**src/rtl/qcp_pkg.sv**
```systemverilog
`timescale 1ns / 1ps
// Shared types, constants and helper functions of the cascaded PID controller.
// No dependencies.
package qcp_pkg;

  localparam logic signed [63:0] ALT_OFFSET = 64'sd3145728;  // 48.0 in Q16.16
  localparam logic signed [31:0] ONE_Q16    = 32'sd65536;
  localparam logic signed [31:0] NEG_ONE_Q16 = -32'sd65536;

  // configuration register indexes
  typedef enum logic [2:0] {
    R_P_RP  = 3'd0,
    R_D_RP  = 3'd1,
    R_P_YAW = 3'd2,
    R_P_VEL = 3'd3,
    R_D_VEL = 3'd4,
    R_P_H   = 3'd5,
    R_I_H   = 3'd6,
    R_D_H   = 3'd7
  } reg_idx_t;

  // derivative jobs for the divider
  typedef enum logic [2:0] {
    D_VF = 3'd0,
    D_VS = 3'd1,
    D_H  = 3'd2,
    D_R  = 3'd3,
    D_P  = 3'd4
  } dop_t;

  // multiplier jobs, issued in this order
  typedef enum logic [3:0] {
    M_VPF = 4'd0,
    M_VDF = 4'd1,
    M_VPS = 4'd2,
    M_VDS = 4'd3,
    M_INT = 4'd4,
    M_IHI = 4'd5,
    M_ILO = 4'd6,
    M_HP  = 4'd7,
    M_HD  = 4'd8,
    M_RP  = 4'd9,
    M_RD  = 4'd10,
    M_PP  = 4'd11,
    M_PD  = 4'd12,
    M_YP  = 4'd13
  } mop_t;

  // accumulator slots
  localparam logic [1:0] ACC_ALT   = 2'd0;
  localparam logic [1:0] ACC_ROLL  = 2'd1;
  localparam logic [1:0] ACC_PITCH = 2'd2;
  localparam logic [1:0] ACC_YAW   = 2'd3;

  typedef struct packed {
    logic signed [31:0] p_rp;
    logic signed [31:0] d_rp;
    logic signed [31:0] p_yaw;
    logic signed [31:0] p_vel;
    logic signed [31:0] d_vel;
    logic signed [31:0] p_h;
    logic signed [31:0] i_h;
    logic signed [31:0] d_h;
  } gains_t;

  typedef struct packed {
    logic               opcode;
    logic [30:0]        step_time;
    logic signed [31:0] meas_roll;
    logic signed [31:0] meas_pitch;
    logic signed [31:0] meas_yaw_rate;
    logic signed [31:0] meas_altitude;
    logic signed [31:0] meas_vel_fwd;
    logic signed [31:0] meas_vel_side;
    logic signed [31:0] target_fwd;
    logic signed [31:0] target_side;
    logic signed [31:0] target_yaw_rate;
    logic signed [31:0] target_altitude;
  } in_item_t;

  typedef struct packed {
    logic signed [31:0] motor_1;
    logic signed [31:0] motor_2;
    logic signed [31:0] motor_3;
    logic signed [31:0] motor_4;
    logic signed [31:0] used_pitch_target;
    logic signed [31:0] used_roll_target;
  } out_item_t;

  // controller -> datapath
  typedef struct packed {
    logic load;
    logic err;
    logic tgt;
    logic div_start;
    dop_t dop;
    logic mul_issue;
    logic mul_acc;
    mop_t mop;
    logic mix;
  } cmd_t;

  // datapath -> controller
  typedef struct packed {
    logic div_done;
    logic vel_mode;
  } sts_t;

  function automatic logic signed [31:0] sat32(input logic signed [63:0] v);
    if (v > 64'sd2147483647) return 32'sh7fffffff;
    if (v < -64'sd2147483648) return 32'sh80000000;
    return v[31:0];
  endfunction

  function automatic logic signed [31:0] clamp1(input logic signed [31:0] e);
    if (e > ONE_Q16) return ONE_Q16;
    if (e < NEG_ONE_Q16) return NEG_ONE_Q16;
    return e;
  endfunction

endpackage

```
**src/rtl/qcp_ctrl.sv**
```systemverilog
`timescale 1ns / 1ps
// Sequencer of one control tick: errors, derivative divides, multiply-accumulate
// jobs, mixing, and the result-word valid flag. Depends on qcp_pkg.
module qcp_ctrl (
  input  logic          clk,
  input  logic          rst_n,
  input  logic          in_valid,
  output logic          in_ready,
  output logic          out_valid,
  input  logic          out_ready,
  input  qcp_pkg::sts_t sts,
  output qcp_pkg::cmd_t cmd
);

  typedef enum logic [7:0] {
    S_IDLE   = 8'b0000_0001,
    S_ERR    = 8'b0000_0010,
    S_DSTART = 8'b0000_0100,
    S_DWAIT  = 8'b0000_1000,
    S_MISSUE = 8'b0001_0000,
    S_MACC   = 8'b0010_0000,
    S_TGT    = 8'b0100_0000,
    S_MIX    = 8'b1000_0000
  } state_t;

  state_t          state_r, state_nxt;
  qcp_pkg::dop_t   dop_r, dop_nxt;
  qcp_pkg::mop_t   mop_r, mop_nxt;
  logic            out_valid_r, out_valid_nxt;
  logic            can_mix;

  assign can_mix = !out_valid_r || out_ready;

  always_comb begin
    state_nxt     = state_r;
    dop_nxt       = dop_r;
    mop_nxt       = mop_r;
    out_valid_nxt = out_valid_r;
    cmd           = '0;
    cmd.dop       = dop_r;
    cmd.mop       = mop_r;
    if (out_valid_r && out_ready) out_valid_nxt = 1'b0;
    case (state_r)
      S_IDLE: begin
        if (in_valid) begin
          cmd.load  = 1'b1;
          state_nxt = S_ERR;
        end
      end
      S_ERR: begin
        cmd.err   = 1'b1;
        dop_nxt   = sts.vel_mode ? qcp_pkg::D_VF : qcp_pkg::D_H;
        state_nxt = S_DSTART;
      end
      S_DSTART: begin
        cmd.div_start = 1'b1;
        state_nxt     = S_DWAIT;
      end
      S_DWAIT: begin
        if (sts.div_done) begin
          case (dop_r)
            qcp_pkg::D_VF: begin dop_nxt = qcp_pkg::D_VS; state_nxt = S_DSTART; end
            qcp_pkg::D_VS: begin dop_nxt = qcp_pkg::D_H;  state_nxt = S_DSTART; end
            qcp_pkg::D_H: begin
              if (sts.vel_mode) begin
                mop_nxt   = qcp_pkg::M_VPF;
                state_nxt = S_MISSUE;
              end else begin
                state_nxt = S_TGT;
              end
            end
            qcp_pkg::D_R: begin dop_nxt = qcp_pkg::D_P; state_nxt = S_DSTART; end
            default: begin mop_nxt = qcp_pkg::M_INT; state_nxt = S_MISSUE; end
          endcase
        end
      end
      S_MISSUE: begin
        cmd.mul_issue = 1'b1;
        state_nxt     = S_MACC;
      end
      S_MACC: begin
        cmd.mul_acc = 1'b1;
        case (mop_r)
          qcp_pkg::M_VDS: state_nxt = S_TGT;
          qcp_pkg::M_YP:  state_nxt = S_MIX;
          default: begin
            mop_nxt   = qcp_pkg::mop_t'(mop_r + 4'd1);
            state_nxt = S_MISSUE;
          end
        endcase
      end
      S_TGT: begin
        cmd.tgt   = 1'b1;
        dop_nxt   = qcp_pkg::D_R;
        state_nxt = S_DSTART;
      end
      S_MIX: begin
        // hold here while the previous result word is still unclaimed
        if (can_mix) begin
          cmd.mix       = 1'b1;
          out_valid_nxt = 1'b1;
          state_nxt     = S_IDLE;
        end
      end
      default: state_nxt = S_IDLE;
    endcase
  end

  always_ff @(posedge clk) begin
    if (!rst_n) begin
      state_r     <= S_IDLE;
      out_valid_r <= 1'b0;
      dop_r       <= qcp_pkg::D_H;
      mop_r       <= qcp_pkg::M_INT;
    end else begin
      state_r     <= state_nxt;
      out_valid_r <= out_valid_nxt;
      dop_r       <= dop_nxt;
      mop_r       <= mop_nxt;
    end
  end

  assign in_ready  = (state_r == S_IDLE);
  assign out_valid = out_valid_r;

endmodule

```
**config.mk**
```make
export PLATFORM = sky130hd
export DESIGN_NAME = qcp_ctrl
export DESIGN_NICKNAME = d
export VERILOG_FILES = /design/src/rtl/qcp_pkg.sv /design/src/rtl/qcp_ctrl.sv
export SDC_FILE = /design/constraint.sdc
export NUM_CORES = 1
export LEC_CHECK = 0
export BUFFER_PORTS_ARGS = -buffer_cell sky130_fd_sc_hd__buf_2
export CORE_MARGIN = 4
export CORE_UTILIZATION = 40
export DETAILED_ROUTE_END_ITERATION = 10
export GPL_ROUTABILITY_DRIVEN = 0
export GPL_TIMING_DRIVEN = 1
export PLACE_DENSITY = 0.69
export RECOVER_POWER = 50
export SKIP_CTS_REPAIR_TIMING = 1
export SLEW_MARGIN = 0
export SYNTH_ARGS = -nofsm -noshare
export SYNTH_HDL_FRONTEND = slang
export SYNTH_SLANG_ARGS = --single-unit
```
**constraint.sdc**
```tcl
create_clock -name clk -period 5.87 [get_ports clk]
set_input_delay 0.2935 -clock clk [delete_from_list [all_inputs] [get_ports clk]]
set_output_delay 0.2935 -clock clk [all_outputs]
set_load 0.01 [all_outputs]
```
* Word-level counts from Yosys, hierarchy flattened
Index checks and enable logic that the tools add are counted.
Word-level totals: register bits after elaboration 16, bits of input ports 6
Operators by class: add/subtract/negate cells 1, equal/unequal tests 20, reductions and logical operators 12, mux-type cells 28
Operators with widths (number):
- case mux 8 bit (7 select lines) | 1
- case mux 8 bit (2 select lines) | 2
- two-way mux 8 bit | 3
- case mux 3 bit (3 select lines) | 2
- case mux 4 bit (2 select lines) | 2
- two-way mux 1 bit | 12
- two-way mux 4 bit | 3
- != test 2 bit, second input constant | 5
- equality test 8 x 1 -> 1 bit, second input constant | 1
- equality test 8 x 2 -> 1 bit, second input constant | 1
- equality test 8 x 3 -> 1 bit, second input constant | 1
- equality test 8 x 4 -> 1 bit, second input constant | 1
- equality test 8 x 5 -> 1 bit, second input constant | 1
- equality test 8 x 6 -> 1 bit, second input constant | 1
- equality test 8 x 7 -> 1 bit, second input constant | 1
- equality test 8 bit, second input constant | 1
- two-way mux 7 bit | 1
- equality test 3 x 2 -> 1 bit, second input constant | 2
- AND reduction 3 bit | 2
- AND reduction 5 bit | 1
- adder 4 x 1 -> 4 bit, second input constant | 1
- equality test 4 x 2 -> 1 bit, second input constant | 1
- equality test 4 bit, second input constant | 1
- != test 4 x 1 -> 1 bit, second input constant | 1
- 12 further kinds | 13

* Longest topological paths before layout
Gate-level depths: netlist of run 1.
word-level depth 5, gate-level depth with buffers 7, gate-level depth less buffers 6

* Worst setup path after synthesis of run 1
Ideal clock, no wire load.
path type reg2reg, from register state_r[1], to register mop_r[1], required time 5.800 ns, path slack 3.881 ns, stages on the path, launching flop included 7, period minus slack after synthesis 1.989 ns, arrival time 1.919 ns, library setup time 0.070 ns, cell sequence dfxtp_1 -> or4_4 -> or2_1 -> buf_6 -> o32a_1 -> or4_1 -> a21oi_1
Between the ends: word-level cells in the longest chain between the ends 3, elaborated cells between the ends (all ways) 9
RTL lines:
- from (decl) | line qcp_ctrl.sv:26 | state_t state_r, state_nxt;
- from (signal assigned) | line qcp_ctrl.sv:116 | state_r <= state_nxt;
- equality test 8 x 4 -> 1 bit or equality test 8 x 6 -> 1 bit (tied branches) | line qcp_ctrl.sv:43 | case (state_r)
- != test 3 bit (no source line), or another cell as far along
- AND reduction 5 bit (no source line)
- to (signal assigned) | line qcp_ctrl.sv:114 | mop_r <= qcp_pkg::M_INT;
- to (signal assigned) | line qcp_ctrl.sv:119 | mop_r <= mop_nxt;
- to (decl) | line qcp_ctrl.sv:28 | qcp_pkg::mop_t mop_r, mop_nxt;
Parallel ways exist; a longest one is shown, timed or not. A chain may end at the register's enable or synchronous reset.

* Final worst setup path of run 1
from register state_r[2], to register mop_r[1]
The elaborated chain is that of the path after synthesis.

==> reports/metrics.yaml, run 1 <==
timing:
  tns_ns: 0
  min_period_ns: 2.41
  min_period_over_period: 0.411
  rsz0062_at_grt: "no"
  hold_viol: 0
  setup_viol: 0
  fin_skew_ns: 0.00132
  drv_slew: 0
  max_freq_mhz: 414
  slew_headroom: 0.524
  worst_slew_pin_slew_ns: 0.714
synthesis:
  yosysSeqAreaShare: 0.343
  synth_seq_cells: 16
  netlist_area_um2: 933
  netlist_instances: 112
  synthAdderAreaFrac: 0.0268
  synth-xor-area-share: 0
  syn_nets: 120
  synth_compound_area_frac: 0.180
  ys.flop_type: "dfxtp_1"
  synth_top_family_by_area: "simple AND/OR/NAND/NOR gates"
  async_flop_share: 0
  synth-edff-count: 0
  ys_warn_count: 0
  synth_mux_area_frac: 0.0121
  syn_area_per_cell_um2: 8.33
  synth_cell_types: 42
  yosys.area_share.simple: 0.381
grt:
  grt_pass1_wl_mm: 3.52
  antenna_found_initial: 0
  grt_pass1_vias: 828
  grt_max_degree: 12
  grt_usage: 0.138
  gr-total-overflow: 0
clock_network:
  htree_levels: 1
  numCtsBuffers: 3
  path_clk_slew_ns: 0.10
  clk_latency_ns: 0.30
  root_buffer: "clkbuf_4"
  cts_sinks: 16
  cts_tree: "yes"
  clockBufferDepth: 2
finish:
  drive_gt1_frac: 0.150
  nets: 142
  fillers: 238
  diodes: 0
  area_growth_syn_to_layout_pct: 12.2
  postLayoutCoreUtil: 0.473
worst_setup_path:
  cp_top_family: "simple AND/OR/NAND/NOR gates"
  crit_path_top_delay_cell: "nor4_1"
  crit_required_ns: 6.11
  worst_setup_path_end_kind: "flip-flop"
  critPathKind: "reg -> reg"
  crit_chain: "nor4_1, nand4b_1, o32a_1, or4_1, a21oi_1"
  r2r_setup_slack_ns: 3.46
  crit_fanout: 6
  critical-path-max-stage-delay_ns: 0.59
  worstPathArrival_ns: 2.65
  start_kind: "flip-flop"
  crit_buf_inv: 0
power:
  swShare: 0.302
  clkPwrFrac: 0.318
  switching_power_uw: 73.0
  power_frac_seq: 0.485
  p_comb_frac: 0.197
  p_int_uw: 169
  leakage_nw: 0.429
  ir_drop_uv: 133
  power_density_mw_per_mm2: 231
placed_design:
  hpwlAfterDp_mm: 1.69
  io_buffers: 21
routing:
  drtAntennaViolNets: 0
  wire_per_inst_um: 13.7
  drt-initial-drc-count: 14
  vias_per_cell: 5.94
  dr_total_vias: 957
  drt-total-wl_mm: 2.20
  drtPass1Iterations: 4
  drc_errors: 0
run:
  cap_violations: 0
worst_hold_path:
  worstHoldPathType: "in -> reg"
die:
  start_util: 0.422
  die_w_um: 56.3
  rows: 17
  boundaryPins: 22
  dieArea_mm2: 0.00317
  fp.coreArea_mm2: 0.00221
  die_height_um: 56.3
outcome:
  status: "completed"
layout by cell type (no fill, tap or decap), types with 2 or more instances in the layout:
cell type / Yosys / layout
nand2b_1: 2 / 2
nor3_1: 7 / 7
a21oi_1: 6 / 6
nor4_1: 5 / 6
a31oi_1: 3 / 3
o21ai_0: 6 / 6
nand3_1: 3 / 3
ha_1: 2 / 2
dfxtp_1: 16 / 16
or4_1: 2 / 3
clkbuf_4: 0 / 3
buf_2: 1 / 11
nor2_1: 15 / 15
nand4b_1: 2 / 2
nand2_1: 4 / 4
and4b_1: 2 / 2
nor2b_1: 3 / 3
inv_1: 6 / 6
clkbuf_1: 0 / 10
o21a_1: 2 / 2
stage by stage:
stage / cell area (um^2) / power [mW] / hold slack [ns] / setup WS, ns / instances
6_report: 1050 / 0.242 / 0.261 / 3.46 / 161
5_1_grt: 1050 / 0.256 / 0.257 / 3.15 / 161
4_1_cts: 1080 / 0.246 / 0.257 / 3.58 / 161
3_5_place_dp: 1040 / 0.169 / 0.534 / 3.60 / 157
3_3_place_gp: 1040 / 0.168 / 0.517 / 3.67 / 157
2_1_floorplan: 933 / 0.156 / 0.477 / 3.88 / 112
cells by family (layout without fill, tap and decap cells):
family,after synthesis,in the layout
flops,16,16
compound gates,25,25
simple gates,58,58
mux,1,1
fa+ha+maj,2,2
buf+inv,10,31
sequential cells by signal, indices dropped and copies added (netlist names):
register and cells:
state_r 8, mop_r 4, dop_r 3, out_valid 1
worst reg2reg max path, cell delays in order (launching register included):
cell and delay [ns]:
dfxtp_1 0.35, nor4_1 0.59, nand4b_1 0.38, o32a_1 0.47, or4_1 0.40, a21oi_1 0.15
layout make-up:
cell class	instances	area [um^2]	share of cell area
timing repair buffer	21	92.6	0.0884
clock buffer	4	36.3	0.0346
tap	28	35.0	0.0335
sequential	16	320	0.306
inverter	6	22.5	0.0215
multi-input combinational	86	541	0.516
synth_stat cells (2+ instances only):
master | n | area share
inv_1 | 6 | 0.024
nand4b_1 | 2 | 0.019
a31oi_1 | 3 | 0.020
o21ai_0 | 6 | 0.032
nor2b_1 | 3 | 0.020
buf_4 | 2 | 0.016
nand2_1 | 4 | 0.016
nand2b_1 | 2 | 0.013
dfxtp_1 | 16 | 0.34
or4_1 | 2 | 0.016
nand3_1 | 3 | 0.016
ha_1 | 2 | 0.027
nor4_1 | 5 | 0.034
and4b_1 | 2 | 0.021
o21a_1 | 2 | 0.016
nor3_1 | 7 | 0.038
nor2_1 | 15 | 0.060
a21oi_1 | 6 | 0.032
path summary, 6_finish.rpt:
kind / start / to / cells past startpoint
max: state_r[2]$_SDFFE_PN0P_ / mop_r[1]$_SDFFE_PN0P_ / 5
min: rst_n / mop_r[2]$_SDFFE_PN1P_ / 2
max reg2reg: state_r[2]$_SDFFE_PN0P_ / mop_r[1]$_SDFFE_PN0P_ / 5
min reg2reg: mop_r[1]$_SDFFE_PN0P_ / mop_r[1]$_SDFFE_PN0P_ / 2
routing by layer:
| metal | vias to the layer above | routed length [um] | track usage |
|---|---|---|---|
| met5 | - | 0 | 0 |
| met2 | 23 | 1030 | 0.232 |
| met3 | 2 | 116 | 0.0322 |
| li1 | 468 | - | - |
| met4 | 0 | 38 | 0.0610 |
| met1 | 464 | 1010 | 0.167 |
power groups by stage:
| stage | clock network (mW) | logic, mW | registers (mW) |
|---|---|---|---|
| floorplan | 0 | 0.0370 | 0.119 |
| global placement | 0 | 0.0486 | 0.119 |
| detailed placement | 0 | 0.0495 | 0.120 |
| CTS | 0.0785 | 0.0497 | 0.117 |
| global route | 0.0833 | 0.0543 | 0.118 |
| finish | 0.0769 | 0.0477 | 0.117 |
Power figures use the tool's default switching activity.
==> run 2, diff against run 1 <==
- clock period: 5.87 -> 2.5 ns (I/O delays scaled with it)
==> reports/metrics.yaml, run 2 (synthesis results as in run 1) <==
timing:
  min_period_over_period: 0.856  # was 0.411
  hold_slack_ns: 0.107  # was 0.261 ns
  min_period_ns: 2.14  # was 2.41 ns
  fin_skew_ns: 0.00231  # was 0.00132 ns
  rsz0062_at_grt: "no"  # unchanged
  drv_slew: 0  # unchanged
  slew_headroom: 0.625  # was 0.524
  setup_viol: 0  # unchanged
  tns_ns: 0  # unchanged
  max_freq_mhz: 467  # was 414 MHz
  hold_viol: 0  # unchanged
  worst_slew_pin_slew_ns: 0.558  # was 0.714 ns
worst_setup_path:
  start_kind: "flip-flop"  # unchanged
  reg2reg_from: "state_r[1]$_SDFFE_PN0P_"  # was state_r[2]$_SDFFE_PN0P_
  worst_setup_path_end_kind: "flip-flop"  # unchanged
  r2r_setup_slack_ns: 0.36  # was 3.46 ns
  critPathKind: "reg -> reg"  # unchanged
  crit_required_ns: 2.73  # was 6.11 ns
  crit_fanout: 8  # was 6
  cp-startpoint: "state_r[1]$_SDFFE_PN0P_"  # was state_r[2]$_SDFFE_PN0P_
  r2r_cells: 5  # unchanged
  regToRegEndpoint: "mop_r[1]$_SDFFE_PN0P_"  # unchanged
  worstPathArrival_ns: 2.37  # was 2.65 ns
clock_network:
  clk_latency_ns: 0.29  # was 0.30 ns
  clockBufferDepth: 2  # unchanged
  htree_levels: 1  # unchanged
  cts_sinks: 16  # unchanged
  cts_tree: "yes"  # unchanged
  numCtsBuffers: 3  # unchanged
  path_clk_slew_ns: 0.10  # about the same
  root_buffer: "clkbuf_4"  # unchanged
finish:
  nets: 144  # was 142
  area_growth_syn_to_layout_pct: 14.7  # was 12.2%
  fillers: 234  # was 238
  reg_top3: "state_r (8), mop_r (4), dop_r (3)"  # unchanged
  regMostFlops: "state_r"  # unchanged
  largest_register_ffs: 8  # unchanged
  diodes: 0  # unchanged
  layout_commonest_cell: "dfxtp_1"  # unchanged
  drive_gt1_frac: 0.148  # was 0.150
  postLayoutCoreUtil: 0.484  # was 0.473
  layout_common_cells: "16 x dfxtp_1, 15 x nor2_1, 13 x clkbuf_1, 9 x buf_2, 7 x nor3_1"  # was 16 x dfxtp_1, 15 x nor2_1, 11 x buf_2, 10 x clkbuf_1, 7 x nor3_1
power:
  p_comb_frac: 0.206  # was 0.197
  switching_power_uw: 164  # was 73.0 uW
  power_uw: 565  # was 242 uW
  power_density_mw_per_mm2: 528  # was 231 mW/mm^2
  power_frac_seq: 0.487  # was 0.485
  ir_drop_uv: 405  # was 133 uV
  leakage_nw: 0.435  # was 0.429 nW
  clkPwrFrac: 0.307  # was 0.318
  swShare: 0.291  # was 0.302
  p_int_uw: 401  # was 169 uW
routing:
  drtAntennaViolNets: 0  # unchanged
  dr_total_vias: 938  # was 957
  drt-initial-drc-count: 10  # was 14
  drc_errors: 0  # unchanged
  drt-total-wl_mm: 2.13  # was 2.20 mm
  wire_per_inst_um: 13.0  # was 13.7 um
  vias_per_cell: 5.75  # was 5.94
  drtPass1Iterations: 4  # unchanged
run:
  cap_violations: 0  # unchanged
grt:
  gr-total-overflow: 0  # unchanged
  grt_max_degree: 12  # unchanged
  antenna_found_initial: 0  # unchanged
  grt_usage: 0.144  # was 0.138
  grt_pass1_wl_mm: 3.72  # was 3.52 mm
  grt_pass1_vias: 842  # was 828
die:
  boundaryPins: 22  # unchanged
  die_w_um: 56.3  # unchanged
  dieArea_mm2: 0.00317  # unchanged
  start_util: 0.422  # unchanged
  die_height_um: 56.3  # unchanged
  fp.coreArea_mm2: 0.00221  # unchanged
  rows: 17  # unchanged
worst_hold_path:
  min_to: "state_r[0]$_SDFFE_PN1P_"  # was mop_r[2]$_SDFFE_PN1P_
  whs_path_depth: 2  # unchanged
  worstHoldPathType: "in -> reg"  # unchanged
  min_from: "rst_n"  # unchanged
placed_design:
  hpwlAfterDp_mm: 1.64  # was 1.69 mm
  io_buffers: 21  # unchanged
outcome:
  status: "completed"  # unchanged
run 2: cell count changes in the layout (fill, tap and decap cells not counted):
cell and delta:
clkbuf_1 +3, buf_2 -2, buf_4 +1, nor4_1 -1
nor4_4 +1
run 2: per-stage QoR:
stage / instance area [um^2] / std cells / worst slack (ns)
finish: 1070 / 163 / 0.359
global route: 1070 / 163 / 0.229
CTS: 1090 / 163 / 0.407
detailed placement: 1060 / 159 / 0.437
global placement: 1060 / 159 / 0.445
floorplan: 933 / 112 / 0.511
run 2: area by class of cell:
cell class,count,area (um^2),area share
multi-input combinational,86,556,0.519
tap,28,35.0,0.0327
inverter,6,22.5,0.0210
timing repair buffer,23,101,0.0946
sequential,16,320,0.299
clock buffer,4,36.3,0.0339
run 2: power by group through the flow:
| stage | sequential (mW) | clock, mW | combinational [mW] |
|---|---|---|---|
| global placement | 0.281 | 0 | 0.124 |
| floorplan | 0.281 | 0 | 0.0869 |
| global route | 0.277 | 0.187 | 0.133 |
| finish | 0.275 | 0.173 | 0.116 |
| CTS | 0.276 | 0.174 | 0.124 |
| detailed placement | 0.282 | 0 | 0.124 |
run 2: critical path, stage by stage (launching register included):
cell and delay, ns:
dfxtp_1 0.35, or4_1 0.59, or2_1 0.36, o32a_1 0.23, or4_1 0.40, a21oi_1 0.15
run 2: worst max-delay path by stage:
stage | endpoint | slack, ns | depth (start not counted)
final | mop_r[1]$_SDFFE_PN0P_ | 0.36 | 5
after global placement | mop_r[1]$_SDFFE_PN0P_ | 0.45 | 5
after detailed placement | mop_r[1]$_SDFFE_PN0P_ | 0.44 | 5
after floorplan | mop_r[1]$_SDFFE_PN0P_ | 0.51 | 6
after global routing | mop_r[1]$_SDFFE_PN0P_ | 0.23 | 5
after CTS | mop_r[1]$_SDFFE_PN0P_ | 0.41 | 5
run 2: per-layer routing:
| metal | global-route usage | part of all wire | vias up |
|---|---|---|---|
| met1 | 0.180 | 0.45 | 435 |
| met3 | 0.0253 | 0.046 | 9 |
| met4 | 0.0881 | 0.040 | 0 |
| li1 | - | - | 466 |
| met5 | 0 | 0 | - |
| met2 | 0.227 | 0.46 | 28 |
==> run 3, diff against run 2 <==
- CAP_MARGIN: default -> 0
- CORE_UTILIZATION: 40 -> 30
- GPL_TIMING_DRIVEN: 1 -> 0
- PLACE_DENSITY: 0.69 -> 0.57
==> reports/metrics.yaml, run 3 (synthesis results as in run 1) <==
outcome:
  status: "completed"  # unchanged
worst_setup_path:
  crit_fanout: 8  # unchanged
  reg2reg_from: "state_r[1]$_SDFFE_PN0P_"  # unchanged
  r2r_setup_slack_ns: 0.32  # was 0.36 ns
  cp-startpoint: "state_r[1]$_SDFFE_PN0P_"  # unchanged
  critPathKind: "reg -> reg"  # unchanged
  start_kind: "flip-flop"  # unchanged
  crit_required_ns: 2.72  # was 2.73 ns
  worst_setup_path_end_kind: "flip-flop"  # unchanged
  worstPathArrival_ns: 2.40  # was 2.37 ns
  r2r_cells: 6  # was 5
finish:
  drive_gt1_frac: 0.163  # was 0.148
  diodes: 0  # unchanged
  regMostFlops: "state_r"  # unchanged
  nets: 145  # was 144
  layout_commonest_cell: "dfxtp_1"  # unchanged
  area_growth_syn_to_layout_pct: 15.4  # was 14.7%
  layout_common_cells: "16 x dfxtp_1, 15 x nor2_1, 11 x buf_2, 10 x clkbuf_1, 7 x nor3_1"  # was 16 x dfxtp_1, 15 x nor2_1, 13 x clkbuf_1, 9 x buf_2, 7 x nor3_1
  reg_top3: "state_r (8), mop_r (4), dop_r (3)"  # unchanged
  largest_register_ffs: 8  # unchanged
worst_hold_path:
  worstHoldPathType: "in -> reg"  # unchanged
  min_from: "rst_n"  # unchanged
  whs_path_depth: 2  # unchanged
timing:
  min_period_ns: 2.18  # was 2.14 ns
  hold_viol: 0  # unchanged
  worst_slew_pin_slew_ns: 0.638  # was 0.558 ns
  slew_headroom: 0.571  # was 0.625
  timing.final.ws_setup_ns: 0.319  # was 0.359 ns
  min_period_over_period: 0.872  # was 0.856
  rsz0062_at_grt: "no"  # unchanged
  drv_slew: 0  # unchanged
  setup_viol: 0  # unchanged
  fin_skew_ns: 0.00490  # was 0.00231 ns
  tns_ns: 0  # unchanged
  max_freq_mhz: 458  # was 467 MHz
power:
  swShare: 0.301  # was 0.291
  p_comb_frac: 0.225  # was 0.206
  power_density_mw_per_mm2: 487  # was 528 mW/mm^2
  leakage_nw: 0.449  # was 0.435 nW
  ir_drop_uv: 227  # was 405 uV
  p_int_uw: 367  # was 401 uW
  power_frac_seq: 0.525  # was 0.487
  switching_power_uw: 158  # was 164 uW
  clkPwrFrac: 0.251  # was 0.307
  power_uw: 525  # was 565 uW
placed_design:
  hpwlAfterDp_mm: 1.80  # was 1.64 mm
  pre_cts_slack_ns: 0.406  # was 0.437 ns
  io_buffers: 20  # was 21
grt:
  grt_max_degree: 11  # was 12
  antenna_found_initial: 0  # unchanged
  gr-total-overflow: 0  # unchanged
  grt_usage: 0.121  # was 0.144
  grt_pass1_vias: 855  # was 842
  grt_pass1_wl_mm: 4.01  # was 3.72 mm
clock_network:
  clockBufferDepth: 2  # unchanged
  path_clk_slew_ns: 0.09  # was 0.10 ns
  htree_levels: 1  # unchanged
  cts_tree: "yes"  # unchanged
  clk_latency_ns: 0.28  # was 0.29 ns
  root_buffer: "clkbuf_4"  # unchanged
  cts_sinks: 16  # unchanged
  numCtsBuffers: 3  # unchanged
routing:
  drt-total-wl_mm: 2.30  # was 2.13 mm
  drc_errors: 0  # unchanged
  drt-initial-drc-count: 25  # was 10
  drtPass1Iterations: 4  # unchanged
  drtAntennaViolNets: 0  # unchanged
  vias_per_cell: 5.49  # was 5.75
  wire_per_inst_um: 13.9  # was 13.0 um
  dr_total_vias: 912  # was 938
die:
  rows: 19  # was 17
  boundaryPins: 22  # unchanged
  die_height_um: 63.8  # was 56.3 um
  start_util: 0.327  # was 0.422
  fp.coreArea_mm2: 0.00285  # was 0.00221 mm^2
  die_w_um: 63.8  # was 56.3 um
  dieArea_mm2: 0.00407  # was 0.00317 mm^2
run:
  cap_violations: 0  # unchanged
[run 3: cell types whose count changed in the layout (fill, tap and decap cells not counted)]
| cell | before | now |
|---|---|---|
| or2_0 | 0 | 1 |
| clkbuf_8 | 1 | 0 |
| buf_6 | 0 | 1 |
| buf_4 | 1 | 2 |
| and4b_1 | 2 | 3 |
| buf_2 | 9 | 11 |
| and4b_2 | 1 | 0 |
| or2_1 | 1 | 0 |
| clkbuf_1 | 13 | 10 |
[run 3: worst paths after layout]
check / to
worst min-delay path: state_r[0]$_SDFFE_PN1P_
worst max register to register: mop_r[1]$_SDFFE_PN0P_
worst min register to register: mop_r[1]$_SDFFE_PN0P_
worst max-delay path: mop_r[1]$_SDFFE_PN0P_
[run 3: worst max-delay path: stages, from the launching register on]
cell,delay [ns]
dfxtp_1,0.35
or4_1,0.61
or2_0,0.27
buf_6,0.14
o32a_1,0.19
or4_1,0.41
a21oi_1,0.14
[run 3: cell type report]
| type | instances | area, um^2 |
|---|---|---|
| sequential | 16 | 320 |
| tap | 31 | 38.8 |
| multi-input combinational | 86 | 554 |
| timing repair buffer | 20 | 87.6 |
| clock buffer | 3 | 22.5 |
| fill | 326 | 1780 |
| inverter | 6 | 22.5 |
| buffer | 4 | 31.3 |
[run 3: routing by layer]
metal  global-route usage  vias up  routed length [um]
met5                    0        -                   0
met4               0.0485        0                  18
met3               0.0280        2                 105
met2                0.178       16                1030
met1                0.169      424                1150
li1                     -      470                   -
[run 3: per-stage QoR]
| stage | hold slack (ns) | util | cells | area [um^2] |
|---|---|---|---|---|
| after global routing | 0.0795 | 0.378 | 166 | 1080 |
| after CTS | 0.0867 | 0.384 | 166 | 1090 |
| after global placement | 0.381 | 0.376 | 163 | 1070 |
| final | 0.0933 | 0.378 | 166 | 1080 |
| after floorplan | 0.308 | - | 112 | 933 |
| after detailed placement | 0.381 | 0.376 | 163 | 1070 |
[run 3: power groups by stage]
stage | Clock, mW | Combinational [mW] | Sequential (mW)
global placement | 0 | 0.123 | 0.281
CTS | 0.138 | 0.124 | 0.276
finish | 0.132 | 0.118 | 0.275
detailed placement | 0 | 0.123 | 0.282
floorplan | 0 | 0.0869 | 0.281
global route | 0.149 | 0.133 | 0.278
